[src/rtl/gpp_ram.sv]
`default_nettype none
module gpp_ram #(
  parameter int WIDTH = 32,
  parameter int DEPTH = 64
) (
  input  wire logic                     clk_i,
  input  wire logic                     we_i,
  input  wire logic [$clog2(DEPTH)-1:0] waddr_i,
  input  wire logic [WIDTH-1:0]         wdata_i,
  input  wire logic [$clog2(DEPTH)-1:0] raddr_i,
  output logic      [WIDTH-1:0]         rdata_o
);

  logic [WIDTH-1:0] mem_q [DEPTH];

  // One write port, one registered read port
  always_ff @(posedge clk_i) begin
    if (we_i) begin
      mem_q[waddr_i] <= wdata_i;
    end
    rdata_o <= mem_q[raddr_i];
  end

endmodule
`default_nettype wire

[config.mk]
export PLATFORM = sky130hd
export DESIGN_NAME = gpp_ram
export DESIGN_NICKNAME = d
export VERILOG_FILES = /design/src/rtl/gpp_ram.sv
export SDC_FILE = /design/constraint.sdc
export NUM_CORES = 2
export LEC_CHECK = 0
export CORE_MARGIN = 5
export CORE_UTILIZATION = 50
export CTS_BUF_LIST = sky130_fd_sc_hd__clkbuf_4 sky130_fd_sc_hd__clkbuf_8
export DETAILED_ROUTE_END_ITERATION = 6
export DONT_BUFFER_PORTS = 1
export PLACE_DENSITY_LB_ADDON = 0.15
export REMOVE_ABC_BUFFERS = 1
export SYNTH_ARGS = -nofsm -noshare
export SYNTH_HDL_FRONTEND = slang
export SYNTH_SLANG_ARGS = --single-unit
[constraint.sdc]
create_clock -name clk_i -period 7.1 [get_ports clk_i]
set_clock_uncertainty 0.05 [all_clocks]
set_input_delay 0.355 -clock clk_i [delete_from_list [all_inputs] [get_ports clk_i]]
set_output_delay 0.355 -clock clk_i [all_outputs]
set_load 0.02 [all_outputs]
==> run metrics <==
count of antenna-violating nets left after detailed routing=0; iteration-0 DRC count of the detailed router=4707; area of the die=165000 µm²; clock buffer count from CTS=341; Routed wire per std cell=35.0 µm; clock tree from TritonCTS=built; count of unresolved DRC violations after routing=0; number of fill cells=11300; via count of the first global-routing pass=38400; die extent in y=406 µm; number of buffers on the longest clock path=4; Critical Path Start Type=input pin; clock network fraction of design power=39.8%; insertion delay to the later sink of the worst-skew pair=0.99 ns; number of cell rows=145; total chip power=24.8 mW; Leak=27.9 nW; synth warn=0; number of vias in the routed layout=37600; post-place instance area=81300 µm²; Psw=5.33 mW; number of failing hold endpoints at the final stage=0; detailed placer's ending HPWL=101000 µm; Worst Path Class, Setup=input pin to flop; antenna violations before repair=15; class of the tightest hold or removal check=input pin to flop; number of instances in the synthesized netlist=3324; overall overflow remaining after global route=0; result of the run=complete, but fails checks; final setup TNS=0 ns; maximum frequency from static timing analysis=212 MHz; clock sink total=2080; post-layout worst setup margin=2.38 ns; critical-path maximum fanout=169; sequential cell area fraction in the yosys report=79.1%; violations in the final reports=max-slew violations; number of hold-repair buffers added at the cts stage=87; vias per std cell=6.32; flop-to-flop setup slack=4.24 ns; net switching share of the total power=21.5%; global-route wire length before repair=291000 µm; relative area change from synthesis to final layout=13.7%; placeable core region=156000 µm²; portion of total power attributed to sequential cells=55.3%; global-route total usage across every layer=25.5%; wire length after detailed routing=209000 µm; count of port buffers added during placement=0; count of endpoints failing setup in the final report=0; die boundary width=406 µm; Power per Cell Area=278 nW/µm²; Tightest Pin Transition=1.98 ns; Top-Level Pins=78; cell internal pwr=19.5 mW; post-CTS setup buffer count=0; final cell area excluding filler cells=89200 µm²; critical path capture point type=flop; final worst path period share=66.5%; Synth Area per Inst=23.6 µm²; Util after Layout=57.1%; area occupied by multi-input gates=16000 µm²; number of slew-limit violations in the final report=178; number of optimization iterations in the first detailed-route pass=7; post-CTS resize count=0; area used by sequential logic in the layout=62100 µm²; placer's final routability congestion estimate=0.827; peak ir drop on the vdd network=0.188 mV; Final #Nets=3697; Cell Area, Synth=78500 µm²; count of H-tree levels built during CTS=5; crit path time final=4.72 ns; clock transition at the register clock pins on the worst setup and hold paths after CTS=0.06 ns; Worst Path Required=7.92 ns; relative slew slack=-32.1%; layout cell share with drive strength beyond 1=32.0%; largest net degree at the start of global routing=514; setup repair after global routing missed its margin=false; max-cap check violation count=0; effective utilization at floorplan=50.3%; cell at the root of the clock tree=sky130_fd_sc_hd__clkbuf_8; synthesized flop and latch total=2080; count of distinct cell types in the synthesized netlist=34; post-placement worst setup slack=3.94 ns; combinational fraction of design power=4.9%; Arrival @ worst endpoint=5.54 ns
-- per-layer routing --
layer,vias to the layer above,GRT usage [%],routed length [µm]
li1,15000,-,-
met4,2,7.23,5210
met2,1967,40.7,102000
met5,-,0,12
met1,20400,35.6,80700
met3,338,6.42,21100
-- sequential cells by signal (all words and copies together), names as in the netlist --
signal	cells
mem_q	2048
rdata_o	32
-- placed cells by master, fill, tap and decap left out, types with 26 or more instances in the layout --
cell	instances
sky130_fd_sc_hd__clkbuf_8	363
sky130_fd_sc_hd__mux4_2	544
sky130_fd_sc_hd__clkinv_2	32
sky130_fd_sc_hd__o22ai_1	84
sky130_fd_sc_hd__mux2i_1	93
sky130_fd_sc_hd__dlygate4sd3_1	52
sky130_fd_sc_hd__dfxtp_1	32
sky130_fd_sc_hd__nor2_4	62
sky130_fd_sc_hd__nand2_1	26
sky130_fd_sc_hd__nor2_1	75
sky130_fd_sc_hd__clkinv_1	66
sky130_fd_sc_hd__clkbuf_4	119
sky130_fd_sc_hd__a21oi_1	62
sky130_fd_sc_hd__buf_16	39
sky130_fd_sc_hd__o221ai_1	27
sky130_fd_sc_hd__buf_4	75
sky130_fd_sc_hd__edfxtp_1	2048
-- cells by family (layout without fill, tap and decap cells) --
| kind of cell | count (synthesis) | after routing | share of synthesized area, % |
|---|---|---|---|
| other cells | 0 | 7 | 0 |
| compound gates | 202 | 202 | 1.67 |
| mux | 637 | 637 | 16.8 |
| flops | 2080 | 2080 | 79.1 |
| simple gates | 223 | 223 | 1.27 |
| buf+inv | 182 | 751 | 1.13 |
-- cells in the mapped netlist --
library cell / count / area, µm²
sky130_fd_sc_hd__or2_2: 1 / 6.26
sky130_fd_sc_hd__buf_4: 25 / 188
sky130_fd_sc_hd__or3b_2: 3 / 26.3
sky130_fd_sc_hd__nand2b_1: 8 / 50.1
sky130_fd_sc_hd__or2_0: 1 / 6.26
sky130_fd_sc_hd__a21oi_1: 62 / 310
sky130_fd_sc_hd__and3_1: 4 / 25.0
sky130_fd_sc_hd__clkbuf_1: 74 / 278
sky130_fd_sc_hd__o32ai_1: 4 / 35.0
sky130_fd_sc_hd__buf_1: 21 / 78.8
sky130_fd_sc_hd__or3b_1: 2 / 17.5
sky130_fd_sc_hd__o22ai_1: 84 / 526
sky130_fd_sc_hd__nor3_1: 7 / 35.0
sky130_fd_sc_hd__and2_1: 2 / 12.5
sky130_fd_sc_hd__or3_1: 3 / 18.8
sky130_fd_sc_hd__edfxtp_1: 2048 / 61500
sky130_fd_sc_hd__nand3b_1: 5 / 37.5
sky130_fd_sc_hd__mux2i_1: 93 / 931
sky130_fd_sc_hd__or2_1: 1 / 6.26
sky130_fd_sc_hd__nand4_1: 2 / 12.5
sky130_fd_sc_hd__buf_2: 57 / 285
sky130_fd_sc_hd__nor2_1: 137 / 514
sky130_fd_sc_hd__mux4_2: 544 / 12300
sky130_fd_sc_hd__a41o_1: 4 / 40.0
sky130_fd_sc_hd__buf_6: 5 / 56.3
sky130_fd_sc_hd__nand3_1: 5 / 25.0
sky130_fd_sc_hd__o221ai_1: 27 / 236
sky130_fd_sc_hd__a31oi_1: 1 / 6.26
sky130_fd_sc_hd__dfxtp_1: 32 / 641
sky130_fd_sc_hd__nor2b_1: 15 / 93.8
sky130_fd_sc_hd__a22oi_1: 12 / 90.1
sky130_fd_sc_hd__nand2_1: 26 / 97.6
sky130_fd_sc_hd__nand4b_1: 1 / 8.76
sky130_fd_sc_hd__a311oi_1: 8 / 70.1
-- path summary, 6_finish.rpt --
| check | start | to | depth (start not counted) |
|---|---|---|---|
| worst max-delay path | raddr_i[0] | rdata_o[2] | 8 |
| worst min-delay path | raddr_i[3] | rdata_o[20] | 3 |
| worst max register to register | mem_q[45][2] | rdata_o[2] | 7 |
| worst min register to register | mem_q[29][17] | rdata_o[17] | 4 |
-- per-stage QoR --
| stage | std cells | hold slack [ns] |
|---|---|---|
| 5_1_grt | 5954 | 0.00641 |
| 6_report | 5958 | 0.0401 |
| 3_5_place_dp | 5275 | 0.410 |
| 3_3_place_gp | 5275 | 0.411 |
| 4_1_cts | 5947 | 0.00113 |
| 2_1_floorplan | 3142 | 0.404 |
-- critical path: stages --
cell and delay (ns):
sky130_fd_sc_hd__buf_16 0.59, sky130_fd_sc_hd__buf_16 0.80, sky130_fd_sc_hd__buf_16 0.56, sky130_fd_sc_hd__mux4_2 0.61
sky130_fd_sc_hd__mux4_2 0.62, sky130_fd_sc_hd__o22ai_1 0.55, sky130_fd_sc_hd__nor2_1 0.10, sky130_fd_sc_hd__dlygate4sd3_1 0.57
-- power by group through the flow --
stage                     sequential [mW]  clock (mW)  combinational, mW
after floorplan                      13.9           0              0.503
after global placement               14.0           0              0.758
after detailed placement             14.0           0              0.761
after CTS                            13.7        10.1               1.10
after global routing                 13.7        10.6               1.25
final                                13.7        9.87               1.21
-- final cells by class --
class / count / share of cell area (%)
Multi-Input combinational cell: 1062 / 17.9
Tap cell: 2058 / 2.89
Sequential cell: 2080 / 69.6
Antenna cell: 7 / 0.0196
Clock inverter: 103 / 0.550
Clock buffer: 482 / 6.60
Timing Repair Buffer: 166 / 2.42
(Power assumes the default switching activity.)
