<file path="config.mk">
export PLATFORM = sky130hd
export DESIGN_NAME = gpp_div
export DESIGN_NICKNAME = d
export VERILOG_FILES = /design/src/rtl/gpp_pkg.sv /design/src/rtl/gpp_div.sv
export SDC_FILE = /design/constraint.sdc
export NUM_CORES = 1
export LEC_CHECK = 0
export ABC_AREA = 1
export CELL_PAD_IN_SITES_DETAIL_PLACEMENT = 1
export CELL_PAD_IN_SITES_GLOBAL_PLACEMENT = 1
export CORE_ASPECT_RATIO = 1.75
export CORE_MARGIN = 2
export CORE_UTILIZATION = 40
export CTS_BUF_LIST = sky130_fd_sc_hd__clkbuf_16
export CTS_CLUSTER_SIZE = 28
export DETAILED_ROUTE_END_ITERATION = 8
export DONT_BUFFER_PORTS = 1
export PLACE_DENSITY = 0.85
export SLEW_MARGIN = 25
export SYNTH_ARGS = -nofsm -noshare
export SYNTH_HDL_FRONTEND = slang
export SYNTH_SLANG_ARGS = --single-unit
</file>
<file path="constraint.sdc">
create_clock -name clk_i -period 2.02 [get_ports clk_i]
set_clock_uncertainty 0.05 [all_clocks]
set_input_delay 0.101 -clock clk_i [delete_from_list [all_inputs] [get_ports clk_i]]
set_output_delay 0.101 -clock clk_i [all_outputs]
set_load 0.01 [all_outputs]
</file>
<file path="src/rtl/gpp_pkg.sv">
`default_nettype none
package gpp_pkg;

  // Store geometry
  localparam int MAX_POINTS     = 64;
  localparam int MAX_DIMS       = 8;
  localparam int EXP_TABLE_SIZE = 2048;
  localparam int PT_W           = $clog2(MAX_POINTS);
  localparam int DIM_W          = $clog2(MAX_DIMS);
  localparam int EXP_AW         = $clog2(EXP_TABLE_SIZE);

  // Arithmetic widths
  localparam int STEP_SHIFT = 10;   // exp table step of 1/64 in Q16.16
  localparam int EXP_W      = 17;   // table entries are at most 1.0 in Q16.16
  localparam int Q_W        = 52;   // squared distance accumulator
  localparam int ACC_W      = 56;   // dot product accumulators
  localparam int DIV_STEPS  = 48;   // 32 bit numerator shifted up by 16

  localparam logic [31:0]        EXP_RATIO = 32'd4261543595; // exp(-1/128) in Q32
  localparam logic [30:0]        EXP_SEED  = 31'h4000_0000;  // 1.0 in Q30
  localparam logic signed [31:0] S32_MAX   = 32'sh7FFF_FFFF;
  localparam logic signed [31:0] S32_MIN   = 32'sh8000_0000;

  typedef enum logic [2:0] {
    CMD_POINT  = 3'd0,
    CMD_ALPHA  = 3'd1,
    CMD_FACTOR = 3'd2,
    CMD_MEAN   = 3'd3,
    CMD_ISTD   = 3'd4,
    CMD_ILEN   = 3'd5,
    CMD_QUERY  = 3'd6,
    CMD_NOP    = 3'd7
  } cmd_e;

  typedef enum logic [2:0] {
    REG_SIGVAR = 3'd0,
    REG_NPTS   = 3'd1,
    REG_NDIMS  = 3'd2,
    REG_TMEAN  = 3'd3,
    REG_TSTD   = 3'd4
  } reg_e;

  typedef enum logic [4:0] {
    ST_INIT, ST_IDLE,
    ST_XS_A, ST_XS_B,
    ST_K_RD, ST_K_D1, ST_K_D2, ST_K_D3, ST_K_E, ST_K_F, ST_K_G, ST_K_H,
    ST_M_A, ST_M_B,
    ST_S_RD, ST_S_D, ST_S_ACC, ST_S_NUM, ST_S_DIV, ST_S_SQ, ST_S_VV,
    ST_V_A, ST_V_B, ST_DONE
  } state_e;

  // Divider handshake
  typedef struct packed {
    logic start;
    logic done;
  } div_ctl_t;

  function automatic logic signed [31:0] sat32(input logic signed [63:0] x);
    logic signed [31:0] r;
    if (x > 64'(S32_MAX)) r = S32_MAX;
    else if (x < 64'(S32_MIN)) r = S32_MIN;
    else r = x[31:0];
    return r;
  endfunction

endpackage
`default_nettype wire

</file>
<file path="src/rtl/gpp_div.sv">
`default_nettype none
module gpp_div (
  input  wire logic               clk_i,
  input  wire logic               rst_ni,
  input  wire logic               start_i,
  input  wire logic signed [31:0] num_i,
  input  wire logic signed [31:0] den_i,
  output logic                    done_o,
  output logic signed [31:0]      quo_o
);

  localparam int QW = gpp_pkg::DIV_STEPS;
  localparam int CW = $clog2(QW);

  logic          busy_q, busy_d;
  logic          done_q, done_d;
  logic [CW-1:0] cnt_q, cnt_d;
  logic [31:0]   rem_q, rem_d;
  logic [QW-1:0] quo_q, quo_d;
  logic [31:0]   den_q, den_d;
  logic          neg_q, neg_d;

  logic [32:0]   rem_t;
  logic [31:0]   num_mag, den_mag;

  assign num_mag = num_i[31] ? 32'(-num_i) : 32'(num_i);
  assign den_mag = den_i[31] ? 32'(-den_i) : 32'(den_i);
  assign rem_t   = {rem_q, quo_q[QW-1]};

  // Restoring division on magnitudes, one quotient bit a cycle
  always_comb begin
    busy_d = busy_q;
    done_d = 1'b0;
    cnt_d  = cnt_q;
    rem_d  = rem_q;
    quo_d  = quo_q;
    den_d  = den_q;
    neg_d  = neg_q;
    if (start_i) begin
      busy_d = 1'b1;
      cnt_d  = '0;
      rem_d  = '0;
      quo_d  = {num_mag, 16'h0000};
      den_d  = den_mag;
      neg_d  = num_i[31] ^ den_i[31];
    end else if (busy_q) begin
      if (rem_t >= {1'b0, den_q}) begin
        rem_d = 32'(rem_t - {1'b0, den_q});
        quo_d = {quo_q[QW-2:0], 1'b1};
      end else begin
        rem_d = rem_t[31:0];
        quo_d = {quo_q[QW-2:0], 1'b0};
      end
      cnt_d = cnt_q + CW'(1);
      if (cnt_q == CW'(QW - 1)) begin
        busy_d = 1'b0;
        done_d = 1'b1;
      end
    end
  end

  always_ff @(posedge clk_i or negedge rst_ni) begin
    if (!rst_ni) begin
      busy_q <= 1'b0;
      done_q <= 1'b0;
      cnt_q  <= '0;
    end else begin
      busy_q <= busy_d;
      done_q <= done_d;
      cnt_q  <= cnt_d;
    end
  end

  always_ff @(posedge clk_i) begin
    rem_q <= rem_d;
    quo_q <= quo_d;
    den_q <= den_d;
    neg_q <= neg_d;
  end

  // Sign and saturation of the truncated quotient
  always_comb begin
    if (neg_q) begin
      if (quo_q > QW'(33'h1_0000_0000 >> 1)) quo_o = gpp_pkg::S32_MIN;
      else quo_o = 32'(-signed'({1'b0, quo_q}));
    end else begin
      if (quo_q > QW'(gpp_pkg::S32_MAX)) quo_o = gpp_pkg::S32_MAX;
      else quo_o = signed'(quo_q[31:0]);
    end
  end

  assign done_o = done_q;

endmodule
`default_nettype wire

</file>
==> impl_metrics.csv, run 1 <==
group,metric,value,unit
status,status,"did not finish",
status,haltStage,"5_1_grt",
status,error_line,"[ERROR GRT-0232] Routing congestion too high. Check the congestion heatmap in the GUI.",
logic_synthesis,synth_area_leader_cell,"edfxtp_1",
global_route,grt_max_degree,49,
logic_synthesis,synth_area_leaders,"edfxtp_1 19%, nand2_1 18%, inv_1 9.6%",
logic_synthesis,syn_inst,1552,
placed_design,gp_congestion,0.957,
placed_design,place_inst,2091,
die,rows,76,
logic_synthesis,ys.flop_type,"edfxtp_1",
logic_synthesis,synth_edf_count,65,
logic_synthesis,ys_warn_count,0,
die,die_h,214,µm
timing,grt_repair_worst_endpoint,"quo_o[30]",
die,io_pins,100,
clock_tree,root_buffer,"clkbuf_16",
logic_synthesis,syn_area,10100,µm²
logic_synthesis,avgSynthCellArea,6.49,µm²
logic_synthesis,synth_nets,1656,
clock_tree,cts_buffer_depth,2,
logic_synthesis,synth.distinct_cells,49,
clock_tree,htreeDepth,4,
placed_design,pre_cts_slack,-355,ps
clock_tree,cts_inserted_buffers,17,
logic_synthesis,synth_top_area_share,0.194,
placed_design,dp_hpwl,33500,µm
clock_tree,cts_sinks,121,
die,start_util,0.407,
placed_design,io_buffers,0,
timing,worstEpCategory,"output port",
die,fp.dieW,124,µm
global_route,globalRouteOverflowTotal,159,
logic_synthesis,async_flop_share,0.0661,
logic_synthesis,yosysSeqAreaShare,0.309,
logic_synthesis,synth_seq_cells,121,
global_route,track_usage,0.725,
logic make-up after synthesis:
kind of cell             count (synthesis)  share of synthesized area
AND/OR/NAND/NOR                        819                      0.355
buffers and inverters                  300                      0.117
XOR/XNOR                                68                     0.0591
flip-flops                             121                      0.309
AO/OA/AOI/OAI                          207                      0.113
adder cells (fa/ha/maj)                 37                     0.0467
per-layer routing:
layer / overflow / GRT usage
met1: 2 / 0.706
met2: 83 / 0.924
met3: 3 / 0.522
met4: 71 / 0.793
met5: 0 / 0.0508
stage by stage:
| stage | hold WS, ps | area, µm² |
|---|---|---|
| global placement | -244 | 12400 |
| CTS | 0.0962 | 14400 |
| detailed placement | -244 | 12400 |
| floorplan | -245 | 10100 |
synth_stat cells (all sizes together) (20+ instances only):
cell and number:
inv 261, o22ai 20, clkbuf 25, o21ai 117
ha 36, nand3 106, nand2 492, a21oi 50
xor2 48, nor3 28, xnor2 20, nand3b 25
edfxtp 65, nor2 138, dfxtp 48
what timing repair did:
item | CTS
hold buffers | 64
setup endpoints to repair | 65
cloned | 3
gates resized for setup | 154
buffers inserted | 20
endpoints found under the hold margin | 101
pin swaps | 22
==> inputs of run 2 (changes only) <==
==> config.mk (replaced) <==
export PLATFORM = sky130hd
export DESIGN_NAME = gpp_div
export DESIGN_NICKNAME = d
export VERILOG_FILES = /design/src/rtl/gpp_pkg.sv /design/src/rtl/gpp_div.sv
export SDC_FILE = /design/constraint.sdc
export NUM_CORES = 1
export LEC_CHECK = 0
export ABC_AREA = 1
export CORE_MARGIN = 2
export CORE_UTILIZATION = 25
export DETAILED_ROUTE_END_ITERATION = 8
export DONT_BUFFER_PORTS = 1
export PLACE_DENSITY_LB_ADDON = 0.15
export SLEW_MARGIN = 25
export SYNTH_ARGS = -nofsm -noshare
export SYNTH_HDL_FRONTEND = slang
export SYNTH_SLANG_ARGS = --single-unit
==> constraint.sdc (replaced) <==
create_clock -name clk_i -period 2.6 [get_ports clk_i]
set_clock_uncertainty 0.05 [all_clocks]
set_input_delay 0.13 -clock clk_i [delete_from_list [all_inputs] [get_ports clk_i]]
set_output_delay 0.13 -clock clk_i [all_outputs]
set_load 0.01 [all_outputs]
==> run 2 against run 1 <==
Compared with the run above:
- synthesized cell count unchanged
- the run now ends clean
- synthesized area unchanged
==> impl_metrics.csv, run 2 <==
group,metric,value,unit
status,status,"finished clean",
global_route,grt_first_pass_wirelength,53400,µm
die,start_util,0.253,
cells_and_area,synthToLayoutAreaGrowth,22.7,%
global_route,globalRouteOverflowTotal,0,
logic_synthesis,synth_area_leader_cell,"edfxtp_1",
cells_and_area,nFillCells,4426,
setup_path,endpoint_kind,"output port",
detailed_routing,via_per_inst,4.56,
setup_path,rr_worst_depth,15,
pwr,power_density,479,nW/µm²
logic_synthesis,yosysSeqAreaShare,0.309,
timing,final-max-slew-violation-count,0,
placed_design,io_buffers,0,
detailed_routing,vias,9915,
global_route,antenna_found_initial,0,
cells_and_area,largest_reg_flops,48,
setup_path,start_kind,"register",
timing,period_share,0.961,
logic_synthesis,syn_inst,1552,
cells_and_area,final_common_cell,"nand2_1",
logic_synthesis,async_flop_share,0.0661,
setup_path,required,2420,ps
logic_synthesis,synth_area_leaders,"edfxtp_1 19%, nand2_1 18%, inv_1 9.6%",
pwr,power.leakage,6.06,nW
timing,hold_viol,0,
detailed_routing,wl_per_cell,15.8,µm
worst_hold_path,hp-class,"in2async",
global_route,track_usage,0.164,
detailed_routing,wl,34400,µm
logic_synthesis,avgSynthCellArea,6.49,µm²
pwr,pwr-share-comb,0.236,
cells_and_area,fin_nets,1741,
pwr,p_int,4.00,mW
timing,tightest_slew,991,ps
logic_synthesis,synth.distinct_cells,49,
logic_synthesis,yosysMostFrequentCell,"nand2_1",
logic_synthesis,synth_commonest_cells,"480 x nand2_1, 258 x inv_1, 126 x nor2_1",
clock_tree,cts_sinks,121,
setup_path,max_stage_delay,420,ps
detailed_routing,ant_nets,0,
logic_synthesis,syn_area,10100,µm²
global_route,grt_max_degree,48,
timing,finalSetupViolCount,0,
clock_tree,cts_tree,"yes",
clock_tree,root_buffer,"clkbuf_16",
cells_and_area,regMostFlops,"quo_q",
setup_path,critical-path-slowest-cell,"edfxtp_1",
pwr,total_power,5.92,mW
setup_path,arrival,2320,ps
die,core_area,39700,µm²
clock_tree,cts_inserted_buffers,17,
logic_synthesis,synth_seq_cells,121,
placed_design,dpl_cell_area,10900,µm²
detailed_routing,drt-initial-drc-count,602,
job,maxCapViolCount,0,
timing,fmax,0.400,GHz
pwr,p_sw_frac,0.325,
setup_path,path_max_fanout,4,
timing,slew_headroom,0.337,
logic_synthesis,synth_edf_count,65,
detailed_routing,route.detailed.drc,0,
placed_design,gp_congestion,0.873,
pwr,clock_power_share,0.386,
cells_and_area,layout_common_cells,"474 x nand2_1, 248 x inv_1, 121 x nor2_1",
placed_design,place_inst,2074,
timing,fin_crit,2500,ps
logic_synthesis,synth_top_area_share,0.194,
die,rows,73,
clock_tree,clk_latency,430,ps
die,io_pins,100,
timing,rsz0062_at_grt,"yes",
timing,finalSetupTns,0,ps
global_route,grt_pass1_vias,9621,
die,die_h,205,µm
setup_path,path_delay_family,"simple AND/OR/NAND/NOR gates",
logic_synthesis,ys.flop_type,"edfxtp_1",
pwr,switching_power,1.92,mW
setup_path,worstPathCellList,"nor2_2, nand3_1, nor3_2, nand3_1, nor2_2, nand2_2, nand2_4, nor2_1, o21ai_0, buf_4",
cells_and_area,final_area,12400,µm²
setup_path,path_depth,10,
pwr,ir_drop,0.447,mV
placed_design,dp_hpwl,26000,µm
setup_path,cp_num_buf_inv,1,
detailed_routing,drt_first_pass_iters,5,
clock_tree,cts_buffer_depth,2,
clock_tree,clk_pin_slew_worst_paths,60,ps
setup_path,worstSetupPathType,"reg2out",
cells_and_area,reg_top3,"quo_q x48, den_q x32, rem_q x32",
logic_synthesis,synth_nets,1656,
cells_and_area,post_route_cells_drive_above_1_share,0.108,
logic_synthesis,ys_warn_count,0,
clock_tree,htreeDepth,4,
die,die_area,41900,µm²
timing,hold_ws,3.99,ps
cells_and_area,antennaDiodeCount,0,
die,fp.dieW,205,µm
cells_and_area,final_cells,2175,
pwr,p_seq_frac,0.379,
-- run 2: cell counts after synthesis --
No cell type changed its count.
-- run 2: power by group through the flow --
stage                     Combinational [mW]  Clock (mW)  Sequential (mW)
final                                   1.39        2.28             2.24
after global routing                    1.55        2.41             2.26
after CTS                               1.32        2.34             2.24
after detailed placement                1.16           0             2.28
after global placement                  1.16           0             2.27
after floorplan                        0.848           0             2.25
-- run 2: cell type report --
class | instances | area [µm²] | area share
sequential | 121 | 3110 | 0.252
inverter | 262 | 983 | 0.0796
multi-input combinational | 1131 | 6010 | 0.487
clock inverter | 15 | 129 | 0.0104
tap | 525 | 657 | 0.0532
timing repair buffer | 104 | 1040 | 0.0839
clock buffer | 17 | 425 | 0.0344
-- run 2: through the flow --
step	util	setup slack [ps]
4_1_cts	0.304	-5.63
2_1_floorplan	-	417
3_5_place_dp	0.273	48.9
3_3_place_gp	0.273	34.8
5_1_grt	0.311	-56.5
6_report	0.311	101
-- run 2: timing repair --
item	4_1_cts	5_1_grt
hold endpoints to repair	97	0
hold buffers	54	0
gates resized for setup	25	51
cloned	0	2
setup endpoints to repair	31	38
pin swaps	5	10
setup buffers	6	7
-- run 2: logic make-up (layout without fill, tap and decap cells) --
logic type,count (synthesis),after routing,share of synthesized area
AND/OR/NAND/NOR,819,819,0.355
buffers and inverters,300,398,0.117
AO/OA/AOI/OAI,207,207,0.113
flip-flops,121,121,0.309
XOR/XNOR,68,68,0.0591
adder cells (fa/ha/maj),37,37,0.0467
-- run 2: metal layers --
layer	up-vias	wire, µm	global-route usage
li1	5144	-	-
met4	0	681	0.0497
met3	37	1260	0.0264
met2	165	16200	0.273
met1	4569	16300	0.218
met5	-	0	0
-- run 2: final timing paths --
path / start / to / slack, ps
max: quo_q[18]$_DFFE_PP_ / quo_o[2] / 100
min: rst_ni / cnt_q[0]$_DFFE_PN0P_ / 4
max reg2reg: quo_q[47]$_DFFE_PP_ / rem_q[22]$_SDFFE_PP0P_ / 130
min reg2reg: cnt_q[4]$_DFFE_PN0P_ / cnt_q[4]$_DFFE_PN0P_ / 410
max in group asynchronous: rst_ni / cnt_q[1]$_DFFE_PN0P_ / 2220
min in group clk_i: start_i / den_q[30]$_DFFE_PP_ / 10
-- run 2: worst reg2reg max path: cells and delay by family, from the launching register on --
family	cells	cell delay [ps]
and+or+nand+nor	11	1050
DFF	1	360
adders and majority gates	2	670
buffers and inverters	2	260
(Power assumes the default switching activity.)
